## src/hw/rtl/erp_pkg.sv

```systemverilog
// Shared types and constants for the elevation record parser.
// Result codes, phase encoding, configuration indexes and the result bundle.
// No dependencies.
package erp_pkg;

    // Fixed field widths
    localparam int unsigned BYTE_W   = 8;
    localparam int unsigned KIND_W   = 2;
    localparam int unsigned VALUE_W  = 16;
    localparam int unsigned POS_W    = 13;
    localparam int unsigned STATUS_W = 2;
    localparam int unsigned SUM_W    = 32;
    localparam int unsigned CNT_W    = 3;
    localparam int unsigned CFG_W    = 13;
    localparam int unsigned SHIFT_W  = 24;

    // Default for the saturation width of reported positions
    localparam int unsigned INDEX_BITS_DEF = 13;

    // Register reset values
    localparam logic [POS_W-1:0]  PROFILE_POINTS_RST   = 13'd1201;
    localparam logic [BYTE_W-1:0] RECOGNITION_BYTE_RST = 8'd170;

    // Configuration register indexes
    typedef enum logic [0:0] {
        CFG_PROFILE_POINTS   = 1'b0,
        CFG_RECOGNITION_BYTE = 1'b1
    } t_cfg_index;

    // Result kinds
    typedef enum logic [KIND_W-1:0] {
        KIND_HEADER = 2'd0,
        KIND_SAMPLE = 2'd1,
        KIND_END    = 2'd2
    } t_kind;

    // Record end status codes
    typedef enum logic [STATUS_W-1:0] {
        ST_OK        = 2'd0,
        ST_BAD_RECOG = 2'd1,
        ST_BAD_SUM   = 2'd2
    } t_status;

    // Parser phase, one-hot
    typedef enum logic [2:0] {
        PH_HEADER  = 3'b001,
        PH_SAMPLES = 3'b010,
        PH_TRAILER = 3'b100
    } t_phase;

    // Byte counts that close the header and trailer phases
    localparam logic [CNT_W-1:0] HDR_LAST_BYTE = 3'd7;
    localparam logic [CNT_W-1:0] TRL_LAST_BYTE = 3'd3;

    typedef struct packed {
        t_kind               kind;
        logic [VALUE_W-1:0]  value;
        logic [POS_W-1:0]    position;
        t_status             status;
        logic                last;
    } t_result;

    // 16-bit sign-magnitude to two's complement; negative zero reads as zero
    function automatic logic [VALUE_W-1:0] sm16_to_tc(input logic [VALUE_W-1:0] raw);
        logic [VALUE_W-1:0] mag;
        mag = {1'b0, raw[VALUE_W-2:0]};
        return raw[VALUE_W-1] ? (~mag + 16'd1) : mag;
    endfunction

endpackage

```

## src/hw/rtl/elevation_record_parser_core.sv

```systemverilog
// Elevation record parser, top level.
// Parses header, samples and checksum trailer of one record per byte.
// Depends on erp_pkg.

// Takes one record byte per transaction, one byte per clock sustained while
// the skid entry is empty; each byte is handled by one short update
// between the input handshake and a result register. An 8-byte header
// (recognition byte, 3-byte block count, column, start row, sign-magnitude
// big-endian) yields a header result with the column and the start row
// (negative rows clamp to zero, positions saturate at 2^P_INDEX_BITS-1).
// Each 2-byte sample from the start row up to profile_points-1 yields a
// sample result, and the 4-byte trailer yields a record end result with the
// checksum status. A wrong recognition byte ends the record right after the
// header with status bad recognition. Results pass through an output
// register backed by one skid entry, so input is held off only when both
// are full. Configuration writes are accepted in every cycle and are meant
// to happen while the block is idle.
module elevation_record_parser_core
    import erp_pkg::*;
#(
    parameter int unsigned P_INDEX_BITS = INDEX_BITS_DEF
) (
    input  logic                       i_clk,
    input  logic                       i_rst_n,
    // byte input channel
    input  logic                       i_valid,
    output logic                       o_ready,
    input  logic [BYTE_W-1:0]          i_data_byte,
    // result channel
    output logic                       o_valid,
    input  logic                       i_ready,
    output logic [KIND_W-1:0]          o_kind,
    output logic signed [VALUE_W-1:0]  o_value,
    output logic [POS_W-1:0]           o_position,
    output logic [STATUS_W-1:0]        o_status,
    output logic                       o_last,
    // configuration write channel
    input  logic                       i_cfg_valid,
    output logic                       o_cfg_ready,
    input  logic [0:0]                 i_cfg_index,
    input  logic [CFG_W-1:0]           i_cfg_data
);

    localparam int unsigned SAT_W = VALUE_W + 1;
    localparam logic [SAT_W-1:0] L_IDX_MAX = SAT_W'((32'd1 << P_INDEX_BITS) - 32'd1);

    // Clamp a position to the index range, then to the port width
    function automatic logic [POS_W-1:0] sat_pos(input logic [SAT_W-1:0] v);
        return (v > L_IDX_MAX) ? L_IDX_MAX[POS_W-1:0] : v[POS_W-1:0];
    endfunction

    // Configuration registers
    logic [POS_W-1:0]   r_profile_points;
    logic [BYTE_W-1:0]  r_recog_byte;

    // Parser state
    t_phase             r_phase,   n_phase;
    logic [CNT_W-1:0]   r_count,   n_count;
    logic [POS_W-1:0]   r_row,     n_row;
    logic [SUM_W-1:0]   r_sum,     n_sum;
    logic [SHIFT_W-1:0] r_shift,   n_shift;
    logic [BYTE_W-1:0]  r_first,   n_first;

    // Output register and skid entry
    logic               r_out_vld;
    t_result            r_out;
    logic               r_skid_vld;
    t_result            r_skid;

    logic               in_fire;
    logic               out_fire;
    logic               res_vld;
    t_result            res;

    assign o_ready     = ~r_skid_vld;
    assign o_cfg_ready = 1'b1;
    assign in_fire     = i_valid & o_ready;
    assign out_fire    = r_out_vld & i_ready;

    assign o_valid    = r_out_vld;
    assign o_kind     = r_out.kind;
    assign o_value    = r_out.value;
    assign o_position = r_out.position;
    assign o_status   = r_out.status;
    assign o_last     = r_out.last;

    // Configuration writes
    always_ff @(posedge i_clk) begin
        if (!i_rst_n) begin
            r_profile_points <= PROFILE_POINTS_RST;
            r_recog_byte     <= RECOGNITION_BYTE_RST;
        end else if (i_cfg_valid && o_cfg_ready) begin
            case (t_cfg_index'(i_cfg_index))
                CFG_PROFILE_POINTS:   r_profile_points <= i_cfg_data[POS_W-1:0];
                CFG_RECOGNITION_BYTE: r_recog_byte     <= i_cfg_data[BYTE_W-1:0];
                default: ;
            endcase
        end
    end

    // Per-byte parse step
    always_comb begin
        logic [VALUE_W-1:0]  raw16;
        logic [VALUE_W-1:0]  row16;
        logic [SUM_W-1:0]    trailer;
        logic                sum_ok;
        logic [POS_W:0]      next_row;

        n_phase = r_phase;
        n_count = r_count;
        n_row   = r_row;
        n_sum   = r_sum;
        n_shift = r_shift;
        n_first = r_first;
        res_vld = 1'b0;
        res     = '{kind: KIND_HEADER, value: '0, position: '0, status: ST_OK, last: 1'b0};

        raw16    = {r_shift[BYTE_W-1:0], i_data_byte};
        row16    = raw16[VALUE_W-1] ? '0 : raw16;
        trailer  = {r_shift, i_data_byte};
        next_row = {1'b0, r_row} + 14'd1;
        sum_ok   = trailer[SUM_W-1] ? ((trailer[SUM_W-2:0] == '0) && (r_sum == '0))
                                    : ({1'b0, trailer[SUM_W-2:0]} == r_sum);

        if (in_fire) begin
            n_shift = {r_shift[SHIFT_W-BYTE_W-1:0], i_data_byte};
            case (r_phase)
                PH_SAMPLES: begin
                    n_sum = r_sum + {{(SUM_W-BYTE_W){1'b0}}, i_data_byte};
                    if (r_count == '0) begin
                        n_count = 3'd1;
                    end else begin
                        n_count = '0;
                        res_vld = 1'b1;
                        res.kind     = KIND_SAMPLE;
                        res.value    = sm16_to_tc(raw16);
                        res.position = sat_pos({{(SAT_W-POS_W){1'b0}}, r_row});
                        n_row = next_row[POS_W-1:0];
                        if (next_row >= {1'b0, r_profile_points}) begin
                            n_phase = PH_TRAILER;
                        end
                    end
                end
                PH_TRAILER: begin
                    if (r_count != TRL_LAST_BYTE) begin
                        n_count = r_count + 3'd1;
                    end else begin
                        n_count = '0;
                        n_phase = PH_HEADER;
                        res_vld = 1'b1;
                        res.kind   = KIND_END;
                        res.status = sum_ok ? ST_OK : ST_BAD_SUM;
                        res.last   = 1'b1;
                    end
                end
                default: begin
                    // header phase, also any stray phase code
                    n_phase = PH_HEADER;
                    n_sum   = ((r_count == '0) ? '0 : r_sum)
                            + {{(SUM_W-BYTE_W){1'b0}}, i_data_byte};
                    if (r_count == '0) begin
                        n_first = i_data_byte;
                    end
                    if (r_count != HDR_LAST_BYTE) begin
                        n_count = r_count + 3'd1;
                    end else begin
                        n_count = '0;
                        res_vld = 1'b1;
                        if (r_first != r_recog_byte) begin
                            res.kind   = KIND_END;
                            res.status = ST_BAD_RECOG;
                            res.last   = 1'b1;
                        end else begin
                            res.kind     = KIND_HEADER;
                            res.value    = sm16_to_tc(r_shift[SHIFT_W-1:BYTE_W]);
                            res.position = sat_pos({1'b0, row16});
                            if (row16 >= {{(VALUE_W-POS_W){1'b0}}, r_profile_points}) begin
                                n_phase = PH_TRAILER;
                                n_row   = '0;
                            end else begin
                                n_phase = PH_SAMPLES;
                                n_row   = row16[POS_W-1:0];
                            end
                        end
                    end
                end
            endcase
        end
    end

    // Parser state registers
    always_ff @(posedge i_clk) begin
        if (!i_rst_n) begin
            r_phase <= PH_HEADER;
            r_count <= '0;
            r_row   <= '0;
            r_sum   <= '0;
            r_shift <= '0;
            r_first <= '0;
        end else begin
            r_phase <= n_phase;
            r_count <= n_count;
            r_row   <= n_row;
            r_sum   <= n_sum;
            r_shift <= n_shift;
            r_first <= n_first;
        end
    end

    // Output register with one skid entry
    always_ff @(posedge i_clk) begin
        if (!i_rst_n) begin
            r_out_vld  <= 1'b0;
            r_skid_vld <= 1'b0;
        end else if (r_skid_vld) begin
            if (out_fire) begin
                r_out_vld  <= 1'b1;
                r_skid_vld <= 1'b0;
            end
        end else if (res_vld) begin
            if (r_out_vld && !out_fire) begin
                r_skid_vld <= 1'b1;
            end else begin
                r_out_vld <= 1'b1;
            end
        end else if (out_fire) begin
            r_out_vld <= 1'b0;
        end
    end

    // Payload moves; no reset needed
    always_ff @(posedge i_clk) begin
        if (r_skid_vld) begin
            if (out_fire) begin
                r_out <= r_skid;
            end
        end else if (res_vld) begin
            if (r_out_vld && !out_fire) begin
                r_skid <= res;
            end else begin
                r_out <= res;
            end
        end
    end

endmodule
```

## config.mk

```make
export PLATFORM = sky130hd
export DESIGN_NAME = elevation_record_parser_core
export DESIGN_NICKNAME = d
export VERILOG_FILES = /design/src/hw/rtl/erp_pkg.sv /design/src/hw/rtl/elevation_record_parser_core.sv
export SDC_FILE = /design/constraint.sdc
export NUM_CORES = 1
export LEC_CHECK = 0
export BUFFER_PORTS_ARGS = -buffer_cell sky130_fd_sc_hd__clkbuf_2
export CAP_MARGIN = 20
export CORE_MARGIN = 1.5
export CORE_UTILIZATION = 50
export DETAILED_ROUTE_END_ITERATION = 8
export PLACE_DENSITY = 0.68
export SYNTH_ARGS = -nofsm -noshare
export SYNTH_HDL_FRONTEND = slang
export SYNTH_SLANG_ARGS = --single-unit
```

## constraint.sdc

```tcl
create_clock -name i_clk -period 8.3 [get_ports i_clk]
set_clock_uncertainty 0.05 [all_clocks]
set_input_delay 0.83 -clock i_clk [delete_from_list [all_inputs] [get_ports i_clk]]
set_output_delay 0.83 -clock i_clk [all_outputs]
set_load 0.05 [all_outputs]
```

Word level (Yosys, flattened, before mapping)
Index checks and enable logic that the tools add are counted.

$add $sub $neg: 6. Magnitude comparators: 3. Eq/ne operators: 14. Muxes and demuxes: 53. Bitwise gates (word level): 8. Reduce and logical (&&, ||, !) cells: 18.

Operators by type and width (count): 2-to-1 mux 34 bit (6); 2-to-1 mux 13 bit (5); adder 32 x 8 -> 32 bit (2); case mux 32 bit (2 select lines) (1); case mux 29 bit (2 select lines) (1); adder 16 x 1 -> 16 bit (second input constant) (2); == test 31 x 32 -> 1 bit (1); zero test 32 bit (1); 2-to-1 mux 16 bit (2); 2-to-1 mux 32 bit (1); NOT 15 -> 16 bit (2); zero test 31 bit (1); 2-to-1 mux 30 bit (1); 2-to-1 mux 29 bit (1); 2-to-1 mux 3 bit (9); case mux 13 bit (2 select lines) (1); case mux 3 bit (2 select lines) (3); greater-or-equal comparator 15 x 13 -> 1 bit (1); > comparator 15 x 13 -> 1 bit (second input constant) (1); 2-to-1 mux 1 bit (15); 2-to-1 mux 15 bit (1); adder 13 x 1 -> 14 bit (second input constant) (1); greater-or-equal comparator 14 x 13 -> 1 bit (1); AND reduction 3 bit (4); 21 further kinds (38).

Bits in registers: 174. Input bits: 27. Output and inout bits: 37. Logic and storage cells: 122.

Logic depth before layout (Yosys ltp)
Word-level depth: 10. Depth in mapped cells: 16. Mapped depth without buffers: 13.

Worst setup path before layout
Ideal clock, no wire load.

Kind: register to register. From: register r_phase[2]. To: register r_skid[10] (netlist name), enable pin. Library setup time: 0.464 ns. Arrival: 3.685 ns. Required time: 7.786 ns. Slack: 4.100 ns. Cell stages (with the launch flop): 6. Path buffers: 1. Period minus slack after synthesis: 4.200 ns. Cell sequence: dfxtp_1 > clkbuf_1 > nand2b_1 > a21oi_1 > o21ai_0 > nor3_1.

Cells in the longest elaborated chain, start to end: 4. Elaborated cells on any way between the ends: 5. Classes of those cells: 2 x eq/ne; 2 x mux; 1 x reduce/logical.

Ends and longest elaborated chain: from (decl) (RTL line elevation_record_parser_core.sv:57) `t_phase r_phase, n_phase;`; from (signal assigned) (RTL line elevation_record_parser_core.sv:201) `r_phase <= n_phase;`; == test 3 bit / == test 3 x 2 -> 1 bit (equally long branches) (RTL line elevation_record_parser_core.sv:127) `case (r_phase)`; case mux 1 bit (2 select lines) * (RTL line elevation_record_parser_core.sv:127); 2-to-1 mux 1 bit * (RTL line elevation_record_parser_core.sv:125) `if (in_fire) begin`; AND reduction 3 bit (no source line) *; to (signal assigned) (RTL line elevation_record_parser_core.sv:239) `r_skid <= res;`; to (decl) (RTL line elevation_record_parser_core.sv:68) `t_result r_skid;`.

Every way passes the cells marked *; elsewhere a longest branch is shown, timed or not. A chain may end at the register's enable or synchronous reset.

Worst setup path in the final report
From: register r_count[0]. To: register r_sum[24].

Cells in the longest elaborated chain, start to end: 4.

Ends and longest elaborated chain: from (decl) (RTL line elevation_record_parser_core.sv:58) `logic [CNT_W-1:0] r_count, n_count;`; from (signal assigned) (RTL line elevation_record_parser_core.sv:202) `r_count <= n_count;`; zero test 3 bit (RTL line elevation_record_parser_core.sv:159) `n_sum = ((r_count == '0) ? '0 : r_sum)`; 2-to-1 mux 32 bit (RTL line elevation_record_parser_core.sv:159); adder 32 x 8 -> 32 bit (RTL line elevation_record_parser_core.sv:160) `+ {{(SUM_W-BYTE_W){1'b0}}, i_data_byte};`; case mux 32 bit (2 select lines) (RTL line elevation_record_parser_core.sv:127); to (signal assigned) (RTL line elevation_record_parser_core.sv:204) `r_sum <= n_sum;`; to (decl) (RTL line elevation_record_parser_core.sv:60) `logic [SUM_W-1:0] r_sum, n_sum;`.

No other way between the ends.

==> impl_metrics.env <==
export IMPL_min_period_ps=3990
export IMPL_required_ps=8580
export IMPL_grtUsageTotal_pct=26.3
export IMPL_grt_overflow_total=0
export IMPL_met1_usage_pct=36.6
export IMPL_rrSetupSlack_ps=4310
export IMPL_cts_clk_slew_worst_paths_ps=70
export IMPL_synthFlopType="dfxtp_1"
export IMPL_synth_area_mux_share_pct=0.306
export IMPL_path_class="register to register"
export IMPL_rsz0062_at_grt="no"
export IMPL_ys_warn_count=0
export IMPL_maxCapViolCount=0
export IMPL_syn_num_nets=1198
export IMPL_worstHoldStart="r_profile_points[11]$_SDFFE_PN0P_"
export IMPL_via_count=8402
export IMPL_nNetsFinal=1212
export IMPL_grt_pass1_wl_um=41600
export IMPL_drc=0
export IMPL_yosys_area_top_type="dfxtp_1"
export IMPL_core_rowCount=51
export IMPL_dp_hpwl_um=18300
export IMPL_ys_top_cells_by_area="dfxtp_1, edfxtp_1, nand2_1"
export IMPL_fmax_ghz=0.251
export IMPL_viasPerCell=5.92
export IMPL_avgSynthCellArea_um2=8.69
export IMPL_clock_sinks=172
export IMPL_placed_cell_area_mm2=0.0102
export IMPL_worst_pin_slew_ps=1100
export IMPL_whs_endpoint="r_profile_points[11]$_SDFFE_PN0P_"
export IMPL_ioPinCount=64
export IMPL_die_h_um=143
export IMPL_wl_per_cell_um=18.1
export IMPL_cts_setup_buffers=0
export IMPL_first_iter_violations=573
export IMPL_hold_depth=2
export IMPL_power_leakage_nw=4.37
export IMPL_first_pass_iters=6
export IMPL_portBuffers=62
export IMPL_final_util_pct=56.2
export IMPL_power_density_mw_per_mm2=179
export IMPL_worst_slack_ps=4310
export IMPL_clock_latency_ps=430
export IMPL_layout_common_cells="nand2_1, dfxtp_1, a21oi_1, nor2_1, edfxtp_1"
export IMPL_synth_top_area_share_pct=21.7
export IMPL_cp_max_fo=11
export IMPL_layout_drive_gt1_share_pct=10.9
export IMPL_fp_coreArea_mm2=0.0193
export IMPL_grt_pass1_vias=7826
export IMPL_max_slew_margin_pct=26.1
export IMPL_finalCritPeriodShare_pct=48.1
export IMPL_initial_core_util_pct=50.7
export IMPL_cts_tree="yes"
export IMPL_die_w_um=143
export IMPL_htreeDepth=4
export IMPL_grt_max_degree=76
export IMPL_grt_busiest_layer="met2"
export IMPL_ant_nets=0
export IMPL_final_common_cell="nand2_1"
export IMPL_synth_top_family_by_area="simple AND/OR/NAND/NOR gates"
export IMPL_ys_ff_latch=172
export IMPL_irDropWorstVdd_mv=0.152
export IMPL_timing_rr_end="r_sum[24]$_SDFFE_PN0P_"
export IMPL_clk_path_buf_depth=2
export IMPL_synth_compound_area_share_pct=18.5
export IMPL_r2r_start="r_count[0]$_SDFFE_PN0P_"
export IMPL_antenna_found_initial=0
export IMPL_finalSetupTns_ps=0
export IMPL_finalPower_mw=1.95
export IMPL_outcome="complete, no violations"
export IMPL_design_area_mm2=0.0109
export IMPL_met3_usage_pct=4.93
export IMPL_ys_seq_area_share_pct=41.9
export IMPL_cp_end_kind="register"
export IMPL_die_area_mm2=0.0205
export IMPL_finalHoldViolations=0
export IMPL_yosys_area_share_simple_pct=19.9
export IMPL_hold_path_class="register to register"
export IMPL_synthXorXnorAreaFrac_pct=8.67
export IMPL_routed_wl_um=25700
export IMPL_async_reset_ff_share_pct=0
export IMPL_cts_buffers=17
export IMPL_cts_hold_buf=0
export IMPL_netlist_area_mm2=0.00980
export IMPL_ys_types=66
export IMPL_drv_slew=0
export IMPL_start_kind="register"
export IMPL_postSynthCellCount=1128
export IMPL_pre_cts_ws_ps=4370
export IMPL_syn_to_final_growth_pct=10.8
export IMPL_post_cts_resized=0
export IMPL_worstPathArrival_ps=4270
export IMPL_place_congestion=0.937
export IMPL_root_buffer="clkbuf_16"
export IMPL_setup_viol=0
export IMPL_diodes=0
export IMPL_grtUsageMet2_pct=39.6
export IMPL_rr_worst_depth=14
export IMPL_synth_edf_count=66
export IMPL_synth_fa_ha_area_share_pct=5.67
cells by family after synthesis:
group           count (synthesis)
xor+xnor                       97
fa+ha+maj                      44
simple gates                  405
mux                             3
flops                         172
compound gates                282
buf+inv                       124
other cells                     1
registers in the layout, indices dropped and copies added, names as in the netlist, 8 cells and up:
register          cells
r_shift              24
o_value              16
r_first               8
r_skid               33
r_profile_points     13
r_row                13
r_recog_byte          8
r_sum                32
o_position           13
worst max path at each step:
stage | start | to | cells after the start
5_1_grt | r_count[0]$_SDFFE_PN0P_ | r_sum[24]$_SDFFE_PN0P_ | 14
3_5_place_dp | r_count[0]$_SDFFE_PN0P_ | r_sum[24]$_SDFFE_PN0P_ | 14
6_report | r_count[0]$_SDFFE_PN0P_ | r_sum[24]$_SDFFE_PN0P_ | 14
2_1_floorplan | r_phase[2]$_SDFFE_PN0P_ | r_skid[10]$_DFFE_PP_ | 5
4_1_cts | r_count[0]$_SDFFE_PN0P_ | r_sum[24]$_SDFFE_PN0P_ | 14
3_3_place_gp | r_count[0]$_SDFFE_PN0P_ | r_sum[24]$_SDFFE_PN0P_ | 14
worst max-delay path, cell delays in order (launching register included):
cell,delay [ps]
dfxtp_1,320
inv_1,90
ha_1,170
nor2b_1,380
nand2_1,370
and2_1,280
ha_1,220
fa_1,430
a211oi_1,270
nor2_1,110
a221oi_1,490
buf_4,270
nor2_1,90
and3_1,200
o21a_1,150
metrics by stage:
| stage | cells | hold WS, ps |
|---|---|---|
| 2_1_floorplan | 1128 | 386 |
| 3_3_place_gp | 1385 | 394 |
| 3_5_place_dp | 1386 | 399 |
| 4_1_cts | 1418 | 409 |
| 5_1_grt | 1420 | 432 |
| 6_report | 1420 | 407 |
area by class of cell:
cell class / count / area, µm²
Multi-Input combinational cell: 832 / 5220
Tap cell: 265 / 332
Timing Repair Buffer: 77 / 440
Sequential cell: 172 / 4100
Fill cell: 1771 / 8470
Clock buffer: 17 / 425
Inverter: 42 / 158
Clock inverter: 15 / 186
cells in the mapped netlist (7+ instances only):
library cell	number
a211oi_1	18
a21o_1	38
a21oi_1	91
a31oi_1	12
and2_1	16
and3_1	7
clkbuf_1	69
dfxtp_1	106
edfxtp_1	66
ha_1	42
inv_1	41
nand2_1	171
nand2b_1	18
nand3_1	23
nand4_1	22
nor2_1	66
nor2b_1	7
nor3_1	15
nor4_1	28
o211ai_1	9
o21ai_0	48
o22ai_1	7
o31ai_1	7
or3_1	10
xnor2_1	38
xor2_1	59
power by group:
| part | internal (mW) | switching (mW) | total (mW) | leakage [nW] |
|---|---|---|---|---|
| Clock | 0.478 | 0.356 | 0.834 | 0.277 |
| Combinational | 0.0738 | 0.132 | 0.206 | 2.62 |
| Sequential | 0.887 | 0.0228 | 0.910 | 1.47 |
| Total | 1.44 | 0.510 | 1.95 | 4.37 |
metal layers:
metal	part of all wire (%)	wire (µm)	vias up
li1	-	-	4036
met1	45	11600	3976
met2	44	11200	329
met3	7.8	2000	61
met4	3.4	872	0
met5	0	0	-
Note: power is estimated with default switching activity, not from simulation.
